$ cat config.mk
export PLATFORM = sky130hd
export DESIGN_NAME = prra_cordic_stage
export DESIGN_NICKNAME = d
export VERILOG_FILES = /design/src/hw/rtl/prra_pkg.sv /design/src/hw/rtl/prra_cordic_stage.sv
export SDC_FILE = /design/constraint.sdc
export NUM_CORES = 1
export LEC_CHECK = 0
export BUFFER_PORTS_ARGS = -buffer_cell sky130_fd_sc_hd__buf_2
export CORE_MARGIN = 2
export CORE_UTILIZATION = 50
export DETAILED_ROUTE_END_ITERATION = 12
export GPL_TIMING_DRIVEN = 1
export PLACE_DENSITY = 0.77
export SLEW_MARGIN = 20
export SYNTH_ARGS = -nofsm -noshare
export SYNTH_HDL_FRONTEND = slang
export SYNTH_SLANG_ARGS = --single-unit
export TNS_END_PERCENT = 5
$ cat constraint.sdc
create_clock -name i_clk -period 6.18 [get_ports i_clk]
set_clock_uncertainty 0.1 [all_clocks]
set_input_delay 0.927 -clock i_clk [delete_from_list [all_inputs] [get_ports i_clk]]
set_output_delay 0.927 -clock i_clk [all_outputs]
set_load 0.01 [all_outputs]
$ cat src/hw/rtl/prra_pkg.sv
// shared constants, angle type and elaboration-time tables for the point rotator
`timescale 1ns / 1ps
`default_nettype none

package prra_pkg;

    localparam int ANG_FRAC    = 32;   // fraction bits of the residual angle, in degrees
    localparam int GUARD_BITS  = 8;    // extra fraction bits carried through the cordic
    localparam int GAIN_FRAC   = 30;   // fraction bits of the gain constant
    localparam int ANG_W       = 41;   // holds +/-90 degrees in Q32 with margin
    localparam int CHUNK_W     = 12;   // 2^12 is 1 mod 45, so chunks of 12 bits fold
    localparam int DEG_MOD     = 45;   // 360 degrees is 45 * 2^3
    localparam int RECIP_45    = 1457; // ceil(2^16 / 45)
    localparam int RECIP_W     = 11;
    localparam int RECIP_SHIFT = 16;
    localparam int MUL_SPLIT   = 32;   // gain product is cut at this bit
    localparam int FRONT_LAT   = 5;
    localparam int GAIN_LAT    = 5;

    // 180/pi in Q52
    localparam logic signed [63:0] DEG_Q52 = 64'sd246083499208 <<< 20;

    typedef logic signed [ANG_W-1:0] t_ang;

    // unsigned quotient by shift and subtract, only ever evaluated while elaborating
    function automatic logic [63:0] udiv64(input logic [63:0] num, input logic [63:0] den);
        logic [63:0] quo;
        logic [64:0] part;
        int          b;
        quo  = '0;
        part = '0;
        for (b = 63; b >= 0; b--) begin
            part = {part[63:0], num[b]};
            if (part >= {1'b0, den}) begin
                part   = part - {1'b0, den};
                quo[b] = 1'b1;
            end
        end
        return quo;
    endfunction

    // atan(2^-idx) in degrees, Q32, alternating series rounded half up
    function automatic logic signed [63:0] atan_entry(input int idx);
        logic signed [63:0] sum;
        logic signed [63:0] term;
        int                 k;
        sum = '0;
        if (idx == 0) begin
            return 64'sd45 <<< ANG_FRAC;
        end
        for (k = 0; idx * (2 * k + 1) < 62; k++) begin
            term = $signed(udiv64(DEG_Q52 >>> (idx * (2 * k + 1)), 64'(2 * k + 1)));
            sum  = (k % 2 == 1) ? sum - term : sum + term;
        end
        return (sum + (64'sd1 <<< 19)) >>> 20;
    endfunction

    // reciprocal of the cordic gain in Q30
    function automatic logic [63:0] gain_q30(input int stages);
        logic [63:0] g2;
        logic [63:0] n;
        logic [63:0] res;
        logic [63:0] bv;
        int          i;
        int          j;
        g2 = 64'd1 << 60;
        for (i = 0; i < stages; i++) begin
            g2 = g2 - udiv64(g2, (64'd1 << (2 * i)) + 64'd1);
        end
        n   = g2;
        res = '0;
        bv  = 64'd1 << 62;
        for (j = 0; j < 32; j++) begin
            if (bv > n) begin
                bv = bv >> 2;
            end
        end
        for (j = 0; j < 32; j++) begin
            if (bv != 64'd0) begin
                if (n >= res + bv) begin
                    n   = n - (res + bv);
                    res = (res >> 1) + bv;
                end else begin
                    res = res >> 1;
                end
                bv = bv >> 2;
            end
        end
        return res;
    endfunction

endpackage

`default_nettype wire

$ cat src/hw/rtl/prra_cordic_stage.sv
// one registered micro-rotation of the cordic chain
`timescale 1ns / 1ps
`default_nettype none

module prra_cordic_stage #(
    parameter int CORD_W = 43,
    parameter int IDX    = 0
) (
    input  logic                       i_clk,
    input  logic                       i_en,
    input  logic signed [CORD_W-1:0]   i_x,
    input  logic signed [CORD_W-1:0]   i_y,
    input  prra_pkg::t_ang             i_ang,
    output logic signed [CORD_W-1:0]   o_x,
    output logic signed [CORD_W-1:0]   o_y,
    output prra_pkg::t_ang             o_ang
);
    import prra_pkg::*;

    localparam t_ang ATAN_I = t_ang'(atan_entry(IDX));

    logic signed [CORD_W-1:0] sx;
    logic signed [CORD_W-1:0] sy;
    logic signed [CORD_W-1:0] r_x;
    logic signed [CORD_W-1:0] r_y;
    t_ang                     r_ang;

    assign sx = i_x >>> IDX;
    assign sy = i_y >>> IDX;

    always_ff @(posedge i_clk) begin
        if (i_en) begin
            if (!i_ang[ANG_W-1]) begin
                r_x   <= i_x - sy;
                r_y   <= i_y + sx;
                r_ang <= i_ang - ATAN_I;
            end else begin
                r_x   <= i_x + sy;
                r_y   <= i_y - sx;
                r_ang <= i_ang + ATAN_I;
            end
        end
    end

    assign o_x   = r_x;
    assign o_y   = r_y;
    assign o_ang = r_ang;

endmodule

`default_nettype wire

# Yosys cells after proc, flatten, opt, wreduce, memory -nomap -nowiden
# Cells that the tools add are included.
# totals
output_inout_bits	127
ff_bits	127
elab_cells	11
# op_classes
addsub	5
muxes	3
# ops
operator	count
two-way mux 43 bit	2
subtractor 43 bit	2
adder 43 bit	1
adder 41 x 39 -> 41 bit (second input constant)	1
two-way mux 41 bit	1
subtractor 41 x 39 -> 41 bit (second input constant)	1

# Depth between registers and ports, before layout
# logic_depth
ltp_word	2
ltp_mapped	13

# Worst setup path before layout
# Ideal clock, no wire load.
# synth_path
path_type	input to register
startpoint	input port i_x[0]
endpoint	register r_y[30], in the netlist o_y[30], data pin
n_path_buf	0
path_stages	11
slack_ns	2.640
required_time_ns	5.813
arrival_ns	3.173
path_cell_list	ha_1 > fa_1 > nor2b_1 > o21ai_0 > a31oi_1 > a211oi_1 > o21ba_2 > o31ai_4 > a21o_1 > mux2_2 > xnor2_1
# synth_via
elab_chain_len	2
elab_cells_between_ends	3
# synth_lines
item	line	source
from (decl)	prra_cordic_stage.sv:11	input logic signed [CORD_W-1:0] i_x,
adder 43 bit or subtractor 43 bit (tied branches)	prra_cordic_stage.sv:35, prra_cordic_stage.sv:39	
two-way mux 43 bit *	prra_cordic_stage.sv:33	if (!i_ang[ANG_W-1]) begin
to (signal assigned)	prra_cordic_stage.sv:35	r_y <= i_y + sx;
to (signal assigned)	prra_cordic_stage.sv:39	r_y <= i_y - sx;
to (decl)	prra_cordic_stage.sv:25	logic signed [CORD_W-1:0] r_y;
# Mark *: on every way between the ends. The rest lies on a longest branch, timed or not.
# A chain may end at the register's enable or synchronous reset.

# Final worst setup path
# layout_path
startpoint	input port i_x[13]
endpoint	register r_x[40], in the netlist o_x[40], data pin
# layout_via
elab_chain_len	2
elab_cells_between_ends	3
# layout_lines
item	line	source
subtractor 43 bit or adder 43 bit (tied branches)	prra_cordic_stage.sv:34, prra_cordic_stage.sv:38	
two-way mux 43 bit *	prra_cordic_stage.sv:33	
to (signal assigned)	prra_cordic_stage.sv:34	r_x <= i_x - sy;
to (signal assigned)	prra_cordic_stage.sv:38	r_x <= i_x + sy;
to (decl)	prra_cordic_stage.sv:24	logic signed [CORD_W-1:0] r_x;
# Marks and branches as above.

==> results.md <==
- Status: finished, final reports clean
- Rows: between 50 and 60
- Ranking of synthesized cells by area: edfxtp_1 (31%), ha_1 (14%), a21oi_1 (7.2%)
- Post-route ant nets: 0
- PD cells: 242.5 nW/um^2
- Die Y: 159.6 um
- # hold bufs at CTS: 0
- Vias: 12,020
- CTS root buffer: clkbuf_16
- # fillers: 2,170
- Sequential fraction of the synthesis area: 31.27%
- Crit path time final: 4.210 ns
- Die X: 159.6 um
- Effective utilization at floorplan: 51.24%
- Slew @ Worst Pin: approximately 1.1 ns
- Most frequent cells in the layout: buf_2 (253), a21oi_1 (174), nor2_1 (136)
- Area grow syn2layout: 17.07%
- Main flop type after synthesis: edfxtp_1
- Post-cts resize count: 0
- Commonest non-fill, non-tap cell in the layout: buf_2
- Distinct cells, synth: 76
- Hold EP: o_ang[28]
- Tot GR Track Use: 33.33%
- Worst EP arrival: 4.29 ns
- WL/cell: 21.98 um
- Post-Route WL: roughly 43,000 um
- Clk slew on worst S/H paths: 0.07 ns
- Fin Setup TNS: 0 ns
- Max-slew violations: 0
- Vias in the first global route: 11,560
- Peak supply drop: 0.1649 mV
- EDFF count, synth: 126
- H-tree Lvls: 4
- Crit share post-route: 68.13%
- Yosys warnings: 0
- Min-delay worst type: in -> reg
- # clock sinks: 126
- Synth top area share: 31.27%
- Nets: between 1,500 and 2,000
- Number of I/O port buffers: about 260
- CP max FO: 19
- Critical path class: in -> reg
- Slew HR: about a quarter
- First-pass GRT wire length: 66,540 um
- Post-CTS Setup Repair Bufs: 0
- Syn_nets: 1,686
- Post-route non-filler standard cell count: between 1,500 and 2,000
- Final Hold Fails: 0
- Die area: 25,460 sq um
- Initial drt markers: roughly 1,300
- Drt first pass iters: 8
- WP data required: 6.26 ns
- Final Setup Violations: 0
- # DRC: 0
- Lkg Pwr: 6.185 nW
- Detailed Place HPWL: between 30,000 and 40,000 um
- Initial antenna violation count: 0
- Share of cells above drive strength 1: 19.47%
- Clk buf depth: 2
- Final design utilization: around 60%
- I/O pin total: 256
- Antenna diodes: 0
- Vias per cell: 6.091
- Avg Cell Area, Syn: 8.520 sq um
- Gr ovfl total: 0
- Max-cap violations: 0
- Largest area contributor in the synthesized netlist: edfxtp_1
- Num CTS Buffers: 17
- RSZ-0062 raised after global routing: no
- CTS tree: built
- F_max: 237.5 MHz
- Core ar.: 23,610 sq um
- Critical Path Source Type: input pin
- Mapped Cells: 1,420
- Setup crit end kind: register
- GP Congestion: a little over 1
- FFs w/ async S/R, synth: 0%
- Largest net degree at the start of global routing: 88
- Worst hold path depth: 1
- Area of the mapped netlist: 12,100 sq um
- Beginning of the worst hold path: i_ang[28]
- Synthesis-stage register bit count: 126
- Placed insts: between 1,500 and 2,000
layout make-up:
cell class / instances / area (sq um) / share of cell area [%]
sequential: 126 / 3784 / 26.71
clock buffer: 17 / 425.4 / 3.003
timing repair buffer: 261 / 1330 / 9.390
tap: 319 / 399.1 / 2.818
multi-input combinational: 1098 / 7537 / 53.21
inverter: 137 / 514.2 / 3.630
clock inverter: 15 / 175.2 / 1.237
registers in the layout, summed over array words and instances (netlist names):
name   flops
o_x       43
o_ang     41
o_y       42
how the worst max path moves through the flow:
stage | from | end | slack (ns) | cells after the start
after global routing | i_x[13] | o_x[40] | 1.70 | 12
after floorplan | i_x[0] | o_y[30] | 2.64 | 11
after global placement | i_x[13] | o_x[40] | 1.66 | 12
after detailed placement | i_x[13] | o_x[40] | 1.60 | 12
final | i_x[13] | o_x[40] | 1.97 | 12
after CTS | i_x[13] | o_x[40] | 2.04 | 12
cell families (layout without fill, tap and decap cells):
family	count (synthesis)	in the layout	synth area share (%)
adders and majority gates	137	137	14.42
and+or+nand+nor	364	364	14.07
muxes	23	23	1.913
xor gates and xnor gates	87	87	6.298
buffers and inverters	196	430	6.432
DFF	126	126	31.27
AOI/OAI and AO/OA	487	487	25.59
where the power goes:
group	internal, mW	switching (mW)
Sequential	1.11	0.0368
Clock	0.608	0.471
Combinational	0.432	0.778
per-layer routing:
layer / GRT usage [%] / part of all wire, % / up-vias / routed length, um
li1: - / - / 5564 / -
met1: 45.61 / 43 / 5692 / 18670
met2: 55.04 / 47 / 678 / 20210
met3: 4.923 / 7.8 / 84 / 3394
met4: 9.256 / 2.6 / 0 / 1110
met5: 0 / 0 / - / 0
Yosys cell counts, types with 10 or more instances:
cell / count
a21oi_1: 174
nor2_1: 136
ha_1: 133
inv_1: 132
edfxtp_1: 126
o21ai_0: 100
nand2_1: 81
xnor2_1: 77
nor3_1: 31
o21bai_1: 31
buf_2: 22
mux2i_1: 22
nand3_1: 21
a211oi_1: 20
clkbuf_1: 18
nand4_1: 17
o21a_1: 17
a21o_1: 16
buf_1: 15
a31oi_1: 14
nor2b_1: 14
o211ai_1: 13
o31ai_1: 12
and3_1: 10
nand2b_1: 10
o21ai_1: 10
xor2_1: 10
per-stage QoR:
step	instance area (sq um)	hold WS, ns	total power, mW	setup WS [ns]
final	14160	0.5641	3.435	1.970
after floorplan	12100	0.9259	1.898	2.640
after global placement	13560	1.004	2.331	1.656
after CTS	14160	0.5592	3.415	2.044
after global routing	14160	0.5564	3.578	1.697
after detailed placement	13560	1.006	2.342	1.597
critical path, stage by stage:
cell and delay [ns]:
buf_2 0.10, inv_1 0.04, ha_1 0.55, a21oi_1 0.51, o21ai_0 0.20, a21boi_0 0.33, o221ai_1 0.24, o21ai_0 0.36
o21bai_1 0.21, a2111oi_0 0.51, a21oi_1 0.13, xnor2_1 0.18
No activity file was read; power rests on OpenSTA's default activity.
