--- src/hw/rtl/prra_pkg.sv ---
// shared constants, angle type and elaboration-time tables for the point rotator
`timescale 1ns / 1ps
`default_nettype none

package prra_pkg;

    localparam int ANG_FRAC    = 32;   // fraction bits of the residual angle, in degrees
    localparam int GUARD_BITS  = 8;    // extra fraction bits carried through the cordic
    localparam int GAIN_FRAC   = 30;   // fraction bits of the gain constant
    localparam int ANG_W       = 41;   // holds +/-90 degrees in Q32 with margin
    localparam int CHUNK_W     = 12;   // 2^12 is 1 mod 45, so chunks of 12 bits fold
    localparam int DEG_MOD     = 45;   // 360 degrees is 45 * 2^3
    localparam int RECIP_45    = 1457; // ceil(2^16 / 45)
    localparam int RECIP_W     = 11;
    localparam int RECIP_SHIFT = 16;
    localparam int MUL_SPLIT   = 32;   // gain product is cut at this bit
    localparam int FRONT_LAT   = 5;
    localparam int GAIN_LAT    = 5;

    // 180/pi in Q52
    localparam logic signed [63:0] DEG_Q52 = 64'sd246083499208 <<< 20;

    typedef logic signed [ANG_W-1:0] t_ang;

    // unsigned quotient by shift and subtract, only ever evaluated while elaborating
    function automatic logic [63:0] udiv64(input logic [63:0] num, input logic [63:0] den);
        logic [63:0] quo;
        logic [64:0] part;
        int          b;
        quo  = '0;
        part = '0;
        for (b = 63; b >= 0; b--) begin
            part = {part[63:0], num[b]};
            if (part >= {1'b0, den}) begin
                part   = part - {1'b0, den};
                quo[b] = 1'b1;
            end
        end
        return quo;
    endfunction

    // atan(2^-idx) in degrees, Q32, alternating series rounded half up
    function automatic logic signed [63:0] atan_entry(input int idx);
        logic signed [63:0] sum;
        logic signed [63:0] term;
        int                 k;
        sum = '0;
        if (idx == 0) begin
            return 64'sd45 <<< ANG_FRAC;
        end
        for (k = 0; idx * (2 * k + 1) < 62; k++) begin
            term = $signed(udiv64(DEG_Q52 >>> (idx * (2 * k + 1)), 64'(2 * k + 1)));
            sum  = (k % 2 == 1) ? sum - term : sum + term;
        end
        return (sum + (64'sd1 <<< 19)) >>> 20;
    endfunction

    // reciprocal of the cordic gain in Q30
    function automatic logic [63:0] gain_q30(input int stages);
        logic [63:0] g2;
        logic [63:0] n;
        logic [63:0] res;
        logic [63:0] bv;
        int          i;
        int          j;
        g2 = 64'd1 << 60;
        for (i = 0; i < stages; i++) begin
            g2 = g2 - udiv64(g2, (64'd1 << (2 * i)) + 64'd1);
        end
        n   = g2;
        res = '0;
        bv  = 64'd1 << 62;
        for (j = 0; j < 32; j++) begin
            if (bv > n) begin
                bv = bv >> 2;
            end
        end
        for (j = 0; j < 32; j++) begin
            if (bv != 64'd0) begin
                if (n >= res + bv) begin
                    n   = n - (res + bv);
                    res = (res >> 1) + bv;
                end else begin
                    res = res >> 1;
                end
                bv = bv >> 2;
            end
        end
        return res;
    endfunction

endpackage

`default_nettype wire

--- src/hw/rtl/prra_gain.sv ---
// gain compensation, rounding, pivot add-back and saturation for one coordinate
`timescale 1ns / 1ps
`default_nettype none

module prra_gain #(
    parameter int                               COORD_W = 32,
    parameter int                               CORD_W  = 43,
    parameter logic [prra_pkg::GAIN_FRAC-1:0]   GAIN_K  = '0
) (
    input  logic                        i_clk,
    input  logic                        i_en,
    input  logic signed [CORD_W-1:0]    i_v,
    input  logic signed [COORD_W-1:0]   i_piv,
    output logic signed [COORD_W-1:0]   o_res,
    output logic                        o_sat
);
    import prra_pkg::*;

    localparam int MAG_W  = 2 * MUL_SPLIT;
    localparam int PROD_W = MUL_SPLIT + GAIN_FRAC + 1;
    localparam int RW     = COORD_W + 2;
    localparam int SUMW   = COORD_W + 3;
    localparam int SHR    = GAIN_FRAC + GUARD_BITS - MUL_SPLIT;
    localparam logic [PROD_W-1:0] ROUND = PROD_W'(1) << (GAIN_FRAC + GUARD_BITS - 1);
    localparam logic signed [COORD_W-1:0] C_MAX = {1'b0, {(COORD_W - 1){1'b1}}};
    localparam logic signed [COORD_W-1:0] C_MIN = {1'b1, {(COORD_W - 1){1'b0}}};

    logic signed [CORD_W:0]       v_ext;
    logic signed [CORD_W:0]       v_abs;
    logic [PROD_W-1:0]            lo_prod;
    logic [PROD_W-1:0]            hi_sum;
    logic signed [SUMW-1:0]       piv_e;
    logic signed [SUMW-1:0]       mag_e;
    logic signed [SUMW-1:0]       res;
    logic [SUMW-COORD_W:0]        res_top;

    logic [MAG_W-1:0]             r_mag;
    logic [PROD_W-1:0]            r_lo;
    logic [MAG_W-MUL_SPLIT-1:0]   r_hi_m;
    logic [PROD_W-1:0]            r_hi;
    logic [PROD_W-MUL_SPLIT-1:0]  r_lo_c;
    logic [RW-1:0]                r_mag4;
    logic [3:0]                   r_neg;
    logic signed [COORD_W-1:0]    r_piv1;
    logic signed [COORD_W-1:0]    r_piv2;
    logic signed [COORD_W-1:0]    r_piv3;
    logic signed [COORD_W-1:0]    r_piv4;
    logic signed [COORD_W-1:0]    r_res;
    logic                         r_sat;

    always_comb begin
        v_ext   = (CORD_W + 1)'(i_v);
        v_abs   = v_ext[CORD_W] ? -v_ext : v_ext;
        lo_prod = PROD_W'(r_mag[MUL_SPLIT-1:0]) * PROD_W'(GAIN_K) + ROUND;
        hi_sum  = r_hi + PROD_W'(r_lo_c);
        piv_e   = SUMW'(r_piv4);
        mag_e   = $signed(SUMW'(r_mag4));
        res     = r_neg[3] ? piv_e - mag_e : piv_e + mag_e;
        res_top = res[SUMW-1:COORD_W-1];
    end

    always_ff @(posedge i_clk) begin
        if (i_en) begin
            // magnitude and sign
            r_mag    <= MAG_W'($unsigned(v_abs));
            r_neg[0] <= v_ext[CORD_W];
            r_piv1   <= i_piv;
            // low partial product with the rounding half
            r_lo     <= lo_prod;
            r_hi_m   <= r_mag[MAG_W-1:MUL_SPLIT];
            r_neg[1] <= r_neg[0];
            r_piv2   <= r_piv1;
            // high partial product
            r_hi     <= PROD_W'(r_hi_m) * PROD_W'(GAIN_K);
            r_lo_c   <= r_lo[PROD_W-1:MUL_SPLIT];
            r_neg[2] <= r_neg[1];
            r_piv3   <= r_piv2;
            // recombine and drop the fraction
            r_mag4   <= RW'(hi_sum >> SHR);
            r_neg[3] <= r_neg[2];
            r_piv4   <= r_piv3;
            // signed add-back of the pivot, clipped
            if ((&res_top) || !(|res_top)) begin
                r_res <= res[COORD_W-1:0];
                r_sat <= 1'b0;
            end else begin
                r_res <= res[SUMW-1] ? C_MIN : C_MAX;
                r_sat <= 1'b1;
            end
        end
    end

    assign o_res = r_res;
    assign o_sat = r_sat;

endmodule

`default_nettype wire

--- config.mk ---
export PLATFORM = sky130hd
export DESIGN_NAME = prra_gain
export DESIGN_NICKNAME = d
export VERILOG_FILES = /design/src/hw/rtl/prra_pkg.sv /design/src/hw/rtl/prra_gain.sv
export SDC_FILE = /design/constraint.sdc
export NUM_CORES = 1
export LEC_CHECK = 0
export BUFFER_PORTS_ARGS = -buffer_cell sky130_fd_sc_hd__buf_4
export CORE_UTILIZATION = 47
export CTS_CLUSTER_SIZE = 20
export DETAILED_ROUTE_END_ITERATION = 10
export PLACE_DENSITY = 0.74
export SETUP_SLACK_MARGIN = 0.05
export SYNTH_ARGS = -nofsm -noshare
export SYNTH_HDL_FRONTEND = slang
export SYNTH_SLANG_ARGS = --single-unit
--- constraint.sdc ---
create_clock -name i_clk -period 0.8 [get_ports i_clk]
set_clock_uncertainty 0.05 [all_clocks]
set_input_delay 0.16 -clock i_clk [delete_from_list [all_inputs] [get_ports i_clk]]
set_output_delay 0.16 -clock i_clk [all_outputs]
set_load 0.01 [all_outputs]
# Word-level counts from Yosys, hierarchy flattened
# Cells that the tools add are included.
# totals
ff_bits	160
inputBits	77
out_inout_bits	33
word_cells	5

# Logic depth before layout (Yosys ltp)
# Gate-level depths: netlist (run 1).
# logic_depth
depth_word	0
mapped_depth	1
depth_no_buf	0

# Worst setup path before layout (run 1)
# Ideal clock, no wire load.
# synth_path
path_kind	register -> register
start	register r_piv4[0]
end	register r_res[0] (netlist: o_res[0]) (data pin)
setup_ps	266
arrival_ps	323
required_time_ps	484
path_slack_ps	161
path_stages_with_launch	1
n_path_buf	0
period_less_slack_ps	639
path_cell_list	edfxtp_1
# synth_rtl
element	line_no	text
start, declared	prra_gain.sv:47	logic signed [COORD_W-1:0] r_piv4;
start signal, assigned	prra_gain.sv:81	r_piv4 <= r_piv3;
end signal, assigned	prra_gain.sv:84	r_res <= res[COORD_W-1:0];
end signal, assigned	prra_gain.sv:87	r_res <= res[SUMW-1] ? C_MIN : C_MAX;
end, declared	prra_gain.sv:48	logic signed [COORD_W-1:0] r_res;
# No word-level cell between the ends.

# Final worst setup path (run 1)
# layout_path
start	register r_res[16] (netlist: o_res[16])
end	output o_res[16]
# layout_rtl
element	line_no	text
end, declared	prra_gain.sv:14	output logic signed [COORD_W-1:0] o_res,
# No word-level cell between the ends.

==> results summary, run 1 <==
The placeable core area is 9864 µm². The number of iterations in the first detailed-routing pass is 4. The total of flip-flops plus latches after synthesis came out at 160. The worst-case hold slack came out at 0.04088 ns. The final reports fail on negative setup slack. For hold timing, the worst endpoint is o_res[0]$_DFFE_PP_. The latest clock arrival within the worst-skew pair is 0.51 ns. The run finished, with violations left. The overall power came out at 18.59 mW. Averaged over all synthesized cells, the footprint is 29.73 µm². The global-route congestion overflow total is 0. Counting distinct cell types in the post-synthesis netlist gives 3.

The met3 layer usage reported by global route is 6.519%. The total nets after synthesis is 239. The number of antenna violations at the first check in global routing came out at 0.

The count of routing violations after the opening detailed-route iteration is 111. In this run the worst hold path is classified as input pin to register. The critical path starts at o_res[16]$_DFFE_PP_. The number of cells on the worst reg-to-reg path is 0.

After synthesis, flip-flops and latches occupy 99.77% of the total area. Setup violations remaining at the end of the flow were counted as 32. The I/O pin total came out at 110. The final worst setup slack came out at -0.4546 ns. The routed design could run at a clock period as short as 1.255 ns. The buffers inserted during post-CTS setup optimization is 0. The hold path startpoint is i_en.

The clock sink total came out at 160. The worst slack after detailed placement is -0.1277 ns. The hold violation count in the final report came to 0.

The Yosys step of the flow raised 0 warnings. The number of cells after detailed placement came out at 363. The fraction of layout cells with a size suffix above 1 is 32.76%. The TritonCTS clock tree is yes.

The maximum fanout count along the critical path is 1. The instance area at placement is 5547 µm². After detailed routing, the number of remaining DRC violations is 0. Once the floorplan was initialized, standard cells occupied 48.82% of the core. The height of the die is 103.2 µm. The critical register-to-register path endpoint is r_piv3[0]$_DFFE_PP_. The total number of nets in the final design is 358.

The area growth from synthesis to layout came out at 36.32%. The critical path in this run is classified as register to primary output. The number of buffers on the longest clock path is 2.

The via-per-instance ratio is 4.312. The worst hold path cell count came out at 2. Of the total power, the share spent switching nets is 17.89%. The max-cap check violation count came out at 0.

The startpoint kind of the worst setup timing path is a register. The routed wirelength normalized by instance count is 14.65 µm. The detail route stage leaves a number of antenna-violating nets equal to 0.

The sequential share of power came out at 54.0%. The peak supply drop is 2.597 mV. The final antenna diode count is 0. The setup total negative slack came out at -13.83 ns. The instance count of the mapped netlist is 162. In this run, the combinational gates consume 3.6% of the power. The critical path's largest stage delay is 0.40 ns. In this run the static leakage power is 2.365 nW. The register-to-register setup slack is 0.07 ns. For this run, the number of standard cells in the final layout without fillers is 426. The cell row count is 36. The die outline width is 103.2 µm.

The via count of the first global-routing pass was 1,850. The final standard cell utilization of the core is 66.55%. The startpoint of the worst-slack reg-to-reg timing path is r_piv2[0]$_DFFE_PP_. The library cell used most frequently in the layout, excluding fill and tap cells, is sky130_fd_sc_hd__edfxtp_1. For met1 alone, demand over resource in global routing was 15.49%. The clock transition at the register clock pins on the worst setup and hold paths after CTS came out at 0.06 ns. The busiest layer in global routing is met2. The part of the total power dissipated in the clock network is 42.4%. For this run, the total global-route usage over all layers was measured as 12.59%. In this design, the largest share of critical-path delay is due to flip-flops. The slowest stage of the critical path is the sky130_fd_sc_hd__edfxtp_1 cell. The last weighted congestion value of the routability-driven placer came out at 0.6498. Of the available clock period, the critical path in the final layout requires 156.8%. The number of slew-limit violations in the final report came to 0. The met2 global-route usage is 18.21%. The tree is rooted in a sky130_fd_sc_hd__clkbuf_8. The required time at the worst-slack endpoint is 0.59 ns. The internal power consumption is 15.26 mW. For the worst setup path, the data arrival time is 1.04 ns. The die area came out at 10,660 µm². The largest net degree at the start of global routing is 50.

The vias after detailed routing came out at 1,837. In the layout the commonest cells are sky130_fd_sc_hd__edfxtp_1 (160), sky130_fd_sc_hd__buf_4 (35), sky130_fd_sc_hd__dlygate4sd3_1 (32). Summing all non-filler instances in the final layout gives an area of 6565 µm². The area of the mapped netlist came out at 4816 µm². The number of H-tree levels is 4.

The first global-routing pass estimated 9.087 mm of wire. The total CTS buffers is 17. For this design the total switching power over the nets is 3.325 mW. The total buffers and inverters traversed by the critical path came out at 1.

The achievable frequency is 797.1 MHz. The category of the worst setup path capture point is a primary output. The post-detailed-routing wire length came out at 6.242 mm. The port buffer count is 65. Walking the worst path, the cells encountered are buf_6. Setup repair after global routing could not meet its margin everywhere. Dividing total power by cell area gives a power density of 2832 nW/µm².
cells in the mapped netlist, drive strengths merged:
| master | number | area (µm²) |
|---|---|---|
| edfxtp | 160 | 4805 |
| buf | 1 | 7.510 |
| conb | 1 | 3.750 |
layout make-up:
type,count,area (µm²)
sequential,160,4805
fill,606,3299
multi-input combinational,1,3.754
clock inverter,12,167.7
tap,133,166.4
timing repair buffer,101,1001
clock buffer,19,421.7
registers in the layout, summed over array words and instances (netlist names):
name    cells
r_piv1     32
r_piv3     32
r_piv4     32
o_res      32
r_piv2     32
repair_timing:
item | 4_1_cts | 5_1_grt
hold endpoints to repair | 32 | 0
hold buffers | 32 | 0
gates resized for setup | 20 | 9
setup endpoints to repair | 32 | 32
metal layers:
layer	up-vias	routed length, µm
met5	-	0
met4	0	170
met3	12	364
met2	60	2996
met1	870	2711
li1	895	-
worst max path at each step:
stage	slack (ns)	to	cells past startpoint
global placement	-0.12	r_piv1[11]$_DFFE_PP_	2
global route	-0.51	o_res[10]	1
CTS	-0.48	o_res[10]	1
floorplan	0.16	o_res[0]$_DFFE_PP_	0
detailed placement	-0.13	r_piv1[1]$_DFFE_PP_	2
finish	-0.45	o_res[16]	1
power groups by stage:
stage / combinational [mW] / clock (mW) / sequential, mW
floorplan: 0.00566 / 0 / 10.2
global placement: 0.489 / 0 / 10.1
detailed placement: 0.501 / 0 / 10.2
CTS: 0.663 / 8.02 / 10.0
global route: 0.719 / 8.40 / 10.1
finish: 0.673 / 7.88 / 10.0
cell families after synthesis:
family | after synthesis | synth area share, %
buffers and inverters | 1 | 0.1559
flip-flops | 160 | 99.77
other | 1 | 0.07787
Power figures use the tool's default switching activity.
==> run 2: changes to the inputs <==
--- a/config.mk
+++ b/config.mk
@@ -6,10 +6,10 @@
 export NUM_CORES = 1
 export LEC_CHECK = 0
 export BUFFER_PORTS_ARGS = -buffer_cell sky130_fd_sc_hd__buf_4
-export CORE_UTILIZATION = 47
+export CORE_UTILIZATION = 50
 export CTS_CLUSTER_SIZE = 20
 export DETAILED_ROUTE_END_ITERATION = 10
-export PLACE_DENSITY = 0.74
+export PLACE_DENSITY = 0.75
 export SETUP_SLACK_MARGIN = 0.05
 export SYNTH_ARGS = -nofsm -noshare
 export SYNTH_HDL_FRONTEND = slang
==> constraint.sdc (replaced) <==
create_clock -name i_clk -period 1.3 [get_ports i_clk]
set_clock_uncertainty 0.05 [all_clocks]
set_input_delay 0.26 -clock i_clk [delete_from_list [all_inputs] [get_ports i_clk]]
set_output_delay 0.26 -clock i_clk [all_outputs]
set_load 0.01 [all_outputs]
==> results summary, run 2 (synthesis results as in run 1) <==
The run finished, with violations left. The checks that failed: negative setup slack. Leaving out fill and tap cells, the most frequent cells in the layout are sky130_fd_sc_hd__edfxtp_1 (160), sky130_fd_sc_hd__buf_4 (38), sky130_fd_sc_hd__dlygate4sd3_1 (32).

The setup violation total in the final timing report is 32 (unchanged). The tightest min-delay check is of the input pin to register type. The port buffer count came out at 65 (unchanged). The placeable core area is 9284 µm² (-5.9%).

Setup repair after global routing could not meet its margin everywhere. By startpoint and endpoint, the worst setup path is classified as register to primary output. The final worst setup slack is -0.06186 ns (+0.3927 ns). The count of routing violations after the opening detailed-route iteration is 103 (-7.2%). The max-cap check violation count came out at 0 (unchanged). The hold violation count in the final report came to 0 (unchanged).

The initial standard-cell utilization of the core came out at 51.87% (+3.1 points). Among cell families on the critical path, the largest total delay comes from flip-flops. The via count of the first global-routing pass is 1,699 (-8.2%). The total CTS buffers is 17 (unchanged). The vias after detailed routing is 1,811 (-1.4%). The commonest non-fill, non-tap cell in the layout is sky130_fd_sc_hd__edfxtp_1. The die outline width was 100.1 µm (-3.0%). The critical path goes through buf_6. The worst reg-to-reg path cell count is 0 (unchanged).

In this run the critical register-to-register path is launched from r_piv1[3]$_DFFE_PP_. The largest net degree at the start of global routing is 46 (-8.0%). The final antenna diode count came to 0 (unchanged). The via-per-instance ratio came out at 4.261 (-1.2%).

The clock sink total is 160 (unchanged). STA classifies the critical path startpoint as a register. The latest clock arrival within the worst-skew pair is 0.51 ns (about the same). The slowest stage of the critical path is the sky130_fd_sc_hd__edfxtp_1 cell. The worst slack after detailed placement came out at 0.1924 ns (+0.3202 ns). The routed wirelength normalized by instance count was 13.33 µm (-9.0%). The tree is rooted in a sky130_fd_sc_hd__clkbuf_8. The height of the die is 100.1 µm (-3.0%).

TritonCTS built the clock tree. The total buffers and inverters traversed by the critical path came out at 1 (unchanged). The fraction of layout cells with a size suffix above 1 is 32.77% (about the same). The worst hold path cell count was 1 (-1). In this run the most critical hold path is launched from i_en.

The routed design could run at a clock period as short as 1.362 ns. The post-detailed-routing wire length is 5.665 mm (-9.2%). The arrival time of data at the critical path endpoint is 1.05 ns (about the same). The final standard cell utilization of the core is 70.04% (+3.5 points).

The global-route congestion overflow total came out at 0 (unchanged). The total number of nets in the final design came out at 360 (+0.56%). The post-route fraction of the period consumed by the critical path came out at 104.8%. The critical path's largest stage delay came to 0.40 ns (about the same).

The number of antenna violations at the first check in global routing came out at 0 (unchanged). The worst hold path terminates at o_res[16]$_DFFE_PP_. The number of slew-limit violations in the final report was 0 (unchanged). The clock transition at the register clock pins on the worst setup and hold paths after CTS was 0.06 ns (about the same). The number of remaining DRC errors is 0 (unchanged). The maximum fanout count along the critical path came out at 1 (unchanged).

The last weighted congestion value of the routability-driven placer was 0.6501 (about the same). The post-detailed-placement half-perimeter wirelength is 3.062 mm. The global-route wire length before repair is 8.728 mm (-4.0%). The number of iterations in the first detailed-routing pass was 4 (unchanged). The cell row count came out at 35 (-2.8%). In this run the critical register-to-register path is captured at r_piv2[3]$_DFFE_PP_.

The worst setup path is captured at a primary output. The power per standard cell area is 1674 nW/µm² (-41%). The reported leakage power is 2.342 nW (-0.98%). The peak supply drop is 1.047 mV (-60%). Static timing analysis puts the maximum clock frequency at 734.3 MHz.

The register-to-register setup slack is 0.58 ns (+0.51 ns). The I/O pin total is 110 (unchanged). The area growth from synthesis to layout is 35.02%. The die area was 10,030 µm² (-5.9%). The remaining antenna violation count after routing came out at 0 (unchanged).

The number of buffers on the longest clock path is 2 (unchanged). The aggregate global-route resource usage came to 12.65% (+0.056 points). The required time at the worst-slack endpoint is 0.99 ns (+0.40 ns). The number of H-tree levels is 4 (unchanged).
run 2: power by group:
group / switching, mW / internal (mW) / total (mW)
sequential: 0.0957 / 6.07 / 6.17
clock: 1.80 / 2.50 / 4.31
combinational: 0.170 / 0.243 / 0.413
total: 2.07 / 8.82 / 10.9
run 2: timing repair:
item                       CTS  global route
setup buffers                0             0
setup endpoints to repair   32            32
hold buffers                32             0
hold endpoints to repair    32             0
gates resized for setup     14            14
run 2: worst max-delay path by stage:
stage / from / to / slack, ns / cells past startpoint
after CTS: o_res[22]$_DFFE_PP_ / o_res[22] / -0.09 / 1
after global routing: o_res[2]$_DFFE_PP_ / o_res[2] / -0.10 / 1
after floorplan: o_res[0]$_DFFE_PP_ / o_res[0] / 0.60 / 0
after global placement: i_en / r_piv1[14]$_DFFE_PP_ / 0.20 / 2
final: o_res[22]$_DFFE_PP_ / o_res[22] / -0.06 / 1
after detailed placement: i_en / r_piv1[25]$_DFFE_PP_ / 0.19 / 2
run 2: cell type report:
type / instances / area, µm²
clock inverter: 12 / 95.09
sequential: 160 / 4805
fill: 572 / 2781
timing repair buffer: 103 / 1012
multi-input combinational: 1 / 3.754
clock buffer: 20 / 425.4
tap: 129 / 161.4
run 2: metal layers:
layer | track usage, % | part of all wire [%] | vias to the layer above
met3 | 5.501 | 6.2 | 8
met4 | 8.361 | 1.2 | 0
li1 | - | - | 904
met1 | 17.10 | 47 | 833
met5 | 0 | 0 | -
met2 | 16.75 | 45 | 66
run 2: through the flow:
stage / setup TNS, ns / hold WS [ns] / std cells / power, mW / area, µm²
CTS: -2.237 / 0.009015 / 425 / 10.97 / 6450
detailed placement: 0 / 0.3545 / 361 / 6.571 / 5557
global placement: 0 / 0.3508 / 361 / 6.540 / 5557
global route: -2.710 / 0.01325 / 425 / 11.26 / 6502
floorplan: 0 / 0.3089 / 162 / 6.263 / 4816
finish: -1.114 / 0.03649 / 425 / 10.88 / 6502
==> run 3: changes to the inputs <==
--- a/config.mk
+++ b/config.mk
@@ -7,9 +7,10 @@
 export LEC_CHECK = 0
 export BUFFER_PORTS_ARGS = -buffer_cell sky130_fd_sc_hd__buf_4
 export CORE_UTILIZATION = 50
+export CTS_BUF_LIST = sky130_fd_sc_hd__clkbuf_8
 export CTS_CLUSTER_SIZE = 20
 export DETAILED_ROUTE_END_ITERATION = 10
-export PLACE_DENSITY = 0.75
+export PLACE_DENSITY = 0.79
 export SETUP_SLACK_MARGIN = 0.05
 export SYNTH_ARGS = -nofsm -noshare
 export SYNTH_HDL_FRONTEND = slang
==> results summary, run 3 (synthesis results as in run 1) <==
The height of the die is 100.1 µm (unchanged). The peak supply drop was 1.014 mV (-3.1%). The number of H-tree levels came out at 4 (unchanged). The power per standard cell area came out at 1588 nW/µm² (-5.1%). The maximum fanout count along the critical path is 1 (unchanged).

The latest clock arrival within the worst-skew pair is 0.42 ns (-0.09 ns). The die area came to 10,030 µm² (unchanged). The final worst setup slack is 0.03404 ns (+0.09590 ns). The vias after detailed routing is 1,803 (-0.44%). The number of slew-limit violations in the final report is 0 (unchanged). The reported leakage power is 2.295 nW (-2.0%). In the layout the commonest cells are sky130_fd_sc_hd__edfxtp_1 (160), sky130_fd_sc_hd__buf_4 (33), sky130_fd_sc_hd__buf_6 (33). The arrival time of data at the critical path endpoint is 0.96 ns (-0.09 ns). The cell row count is 35 (unchanged). The setup violation total in the final timing report is 0 (-100%). The overall power came out at 10.11 mW (-7.1%). The via count of the first global-routing pass came out at 1,832 (+7.8%).

The final antenna diode count came out at 0 (unchanged). The worst setup path is launched from a register. The placeable core area is 9284 µm² (unchanged). The clock sink total came out at 160 (unchanged). The instance area at placement was 5529 µm² (-0.50%). The post-route fraction of the period consumed by the critical path is 97.38% (-7.4 points). The number of remaining DRC errors came out at 0 (unchanged). The register-to-register setup slack came out at 0.57 ns (about the same). The critical register-to-register path endpoint is r_piv3[14]$_DFFE_PP_. The max-cap check violation count is 0 (unchanged). The total buffers and inverters traversed by the critical path came out at 1 (unchanged). The worst hold path belongs to the class input pin to register. The worst slack after detailed placement came out at 0.2582 ns (+0.06573 ns). The remaining antenna violation count after routing is 0 (unchanged). The worst setup path is captured at a primary output. The achievable frequency is 789.9 MHz (+7.6%). The count of routing violations after the opening detailed-route iteration is 70 (-32%). The post-detailed-routing wire length came to 5.692 mm (+0.48%). The hold violation count in the final report came out at 0 (unchanged).

The final design area excluding fillers came to 6369 µm² (-2.1%). The library cell used most frequently in the layout, excluding fill and tap cells, is sky130_fd_sc_hd__edfxtp_1. The I/O pin total is 110 (unchanged). The area growth from synthesis to layout is 32.24%.

The worst register-to-register path begins at r_piv2[14]$_DFFE_PP_. For this design, the slowest cell found on the critical path is sky130_fd_sc_hd__edfxtp_1. The global-route congestion overflow total came out at 0 (unchanged).

The fraction of layout cells with a size suffix above 1 was 33.45% (+0.68 points). The worst reg-to-reg path cell count is 0 (unchanged). The worst-case hold path end point is o_res[2]$_DFFE_PP_.

The port buffer count is 65 (unchanged). Walking the worst path, the cells encountered are buf_6. The total CTS buffers came out at 17 (unchanged). The initial standard-cell utilization of the core came to 51.87% (unchanged).

The clock transition at the register clock pins on the worst setup and hold paths after CTS is 0.08 ns (+0.02 ns). The top cell family by delay on the critical path is flip-flops. The last weighted congestion value of the routability-driven placer is 0.6581 (+1.2%). The global-route wire length before repair came out at 8.866 mm (+1.6%).

Setup repair after global routing could not meet its margin everywhere. The post-route minimum period came out at 1.266 ns (-0.09590 ns). The number of iterations in the first detailed-routing pass came to 4 (unchanged). The aggregate global-route resource usage is 12.72% (+0.076 points). In this run the most critical hold path is launched from i_en. The number of buffers on the longest clock path is 2 (unchanged). TritonCTS built the clock tree. The critical path is of the register to primary output type. The run finished with clean final reports. The critical path's largest stage delay is 0.40 ns (about the same). The routed wirelength normalized by instance count was 13.49 µm (+1.2%). The worst hold path cell count is 2 (+1). The number of antenna violations at the first check in global routing is 0 (unchanged). The clock tree root driver cell is sky130_fd_sc_hd__clkbuf_8. The via-per-instance ratio is 4.273 (+0.27%). The die outline width came out at 100.1 µm (unchanged). The largest net degree at the start of global routing is 56 (+22%).

The required time at the worst-slack endpoint came out at 0.99 ns (about the same). The buffers inserted during post-CTS setup optimization came out at 0 (unchanged). The total number of nets in the final design is 358 (-0.56%).
[run 3: changes by cell type in the layout (fill, tap and decap cells not counted), sizes merged]
cell,change
clkinvlp,-4
clkinv,+1
buf,-2
inv,+3
clkbuf,-3
bufinv,+2
[run 3: where the power goes]
group | switching (mW) | internal [mW]
Combinational | 0.166 | 0.239
Sequential | 0.104 | 6.06
Clock | 1.65 | 1.89
Total | 1.92 | 8.19
[run 3: how the worst max path moves through the flow]
stage | from | cells after the start | slack, ns | end
2_1_floorplan | o_res[0]$_DFFE_PP_ | 0 | 0.60 | o_res[0]
3_3_place_gp | i_en | 2 | 0.27 | r_piv1[10]$_DFFE_PP_
3_5_place_dp | i_en | 2 | 0.26 | r_piv1[10]$_DFFE_PP_
4_1_cts | o_res[5]$_DFFE_PP_ | 1 | -0.01 | o_res[5]
5_1_grt | o_res[10]$_DFFE_PP_ | 1 | -0.03 | o_res[10]
6_report | o_res[10]$_DFFE_PP_ | 1 | 0.03 | o_res[10]
[run 3: cell type report]
| class | instances | area, µm² |
|---|---|---|
| clock inverter | 14 | 165.2 |
| tap | 129 | 161.4 |
| clock buffer | 17 | 234.0 |
| fill | 585 | 2915 |
| timing repair buffer | 101 | 999.7 |
| sequential | 160 | 4805 |
| multi-input combinational | 1 | 3.754 |
[run 3: metrics by stage]
step | TNS [ns] | hold slack [ns] | utilization, % | cells
6_report | 0 | 0.2793 | 68.60 | 422
2_1_floorplan | 0 | 0.3089 | - | 162
5_1_grt | -0.1891 | 0.2603 | 68.60 | 422
3_3_place_gp | 0 | 0.3529 | 59.56 | 359
3_5_place_dp | 0 | 0.3545 | 59.56 | 359
4_1_cts | -0.03057 | 0.2472 | 68.56 | 422
[run 3: repair_timing]
| item | 4_1_cts | 5_1_grt |
|---|---|---|
| resized for setup | 31 | 1 |
| hold endpoints to repair | 32 | 0 |
| hold buffers | 32 | 0 |
| setup endpoints to repair | 32 | 32 |
[run 3: per-layer routing]
layer  global-route usage (%)  vias to the layer above  share of wire (%)
met5                        0                        -                  0
met1                    15.52                      842                 44
met3                    4.318                       11                5.1
met4                    8.361                        0                2.5
met2                    19.55                       56                 48
li1                         -                      894                  -
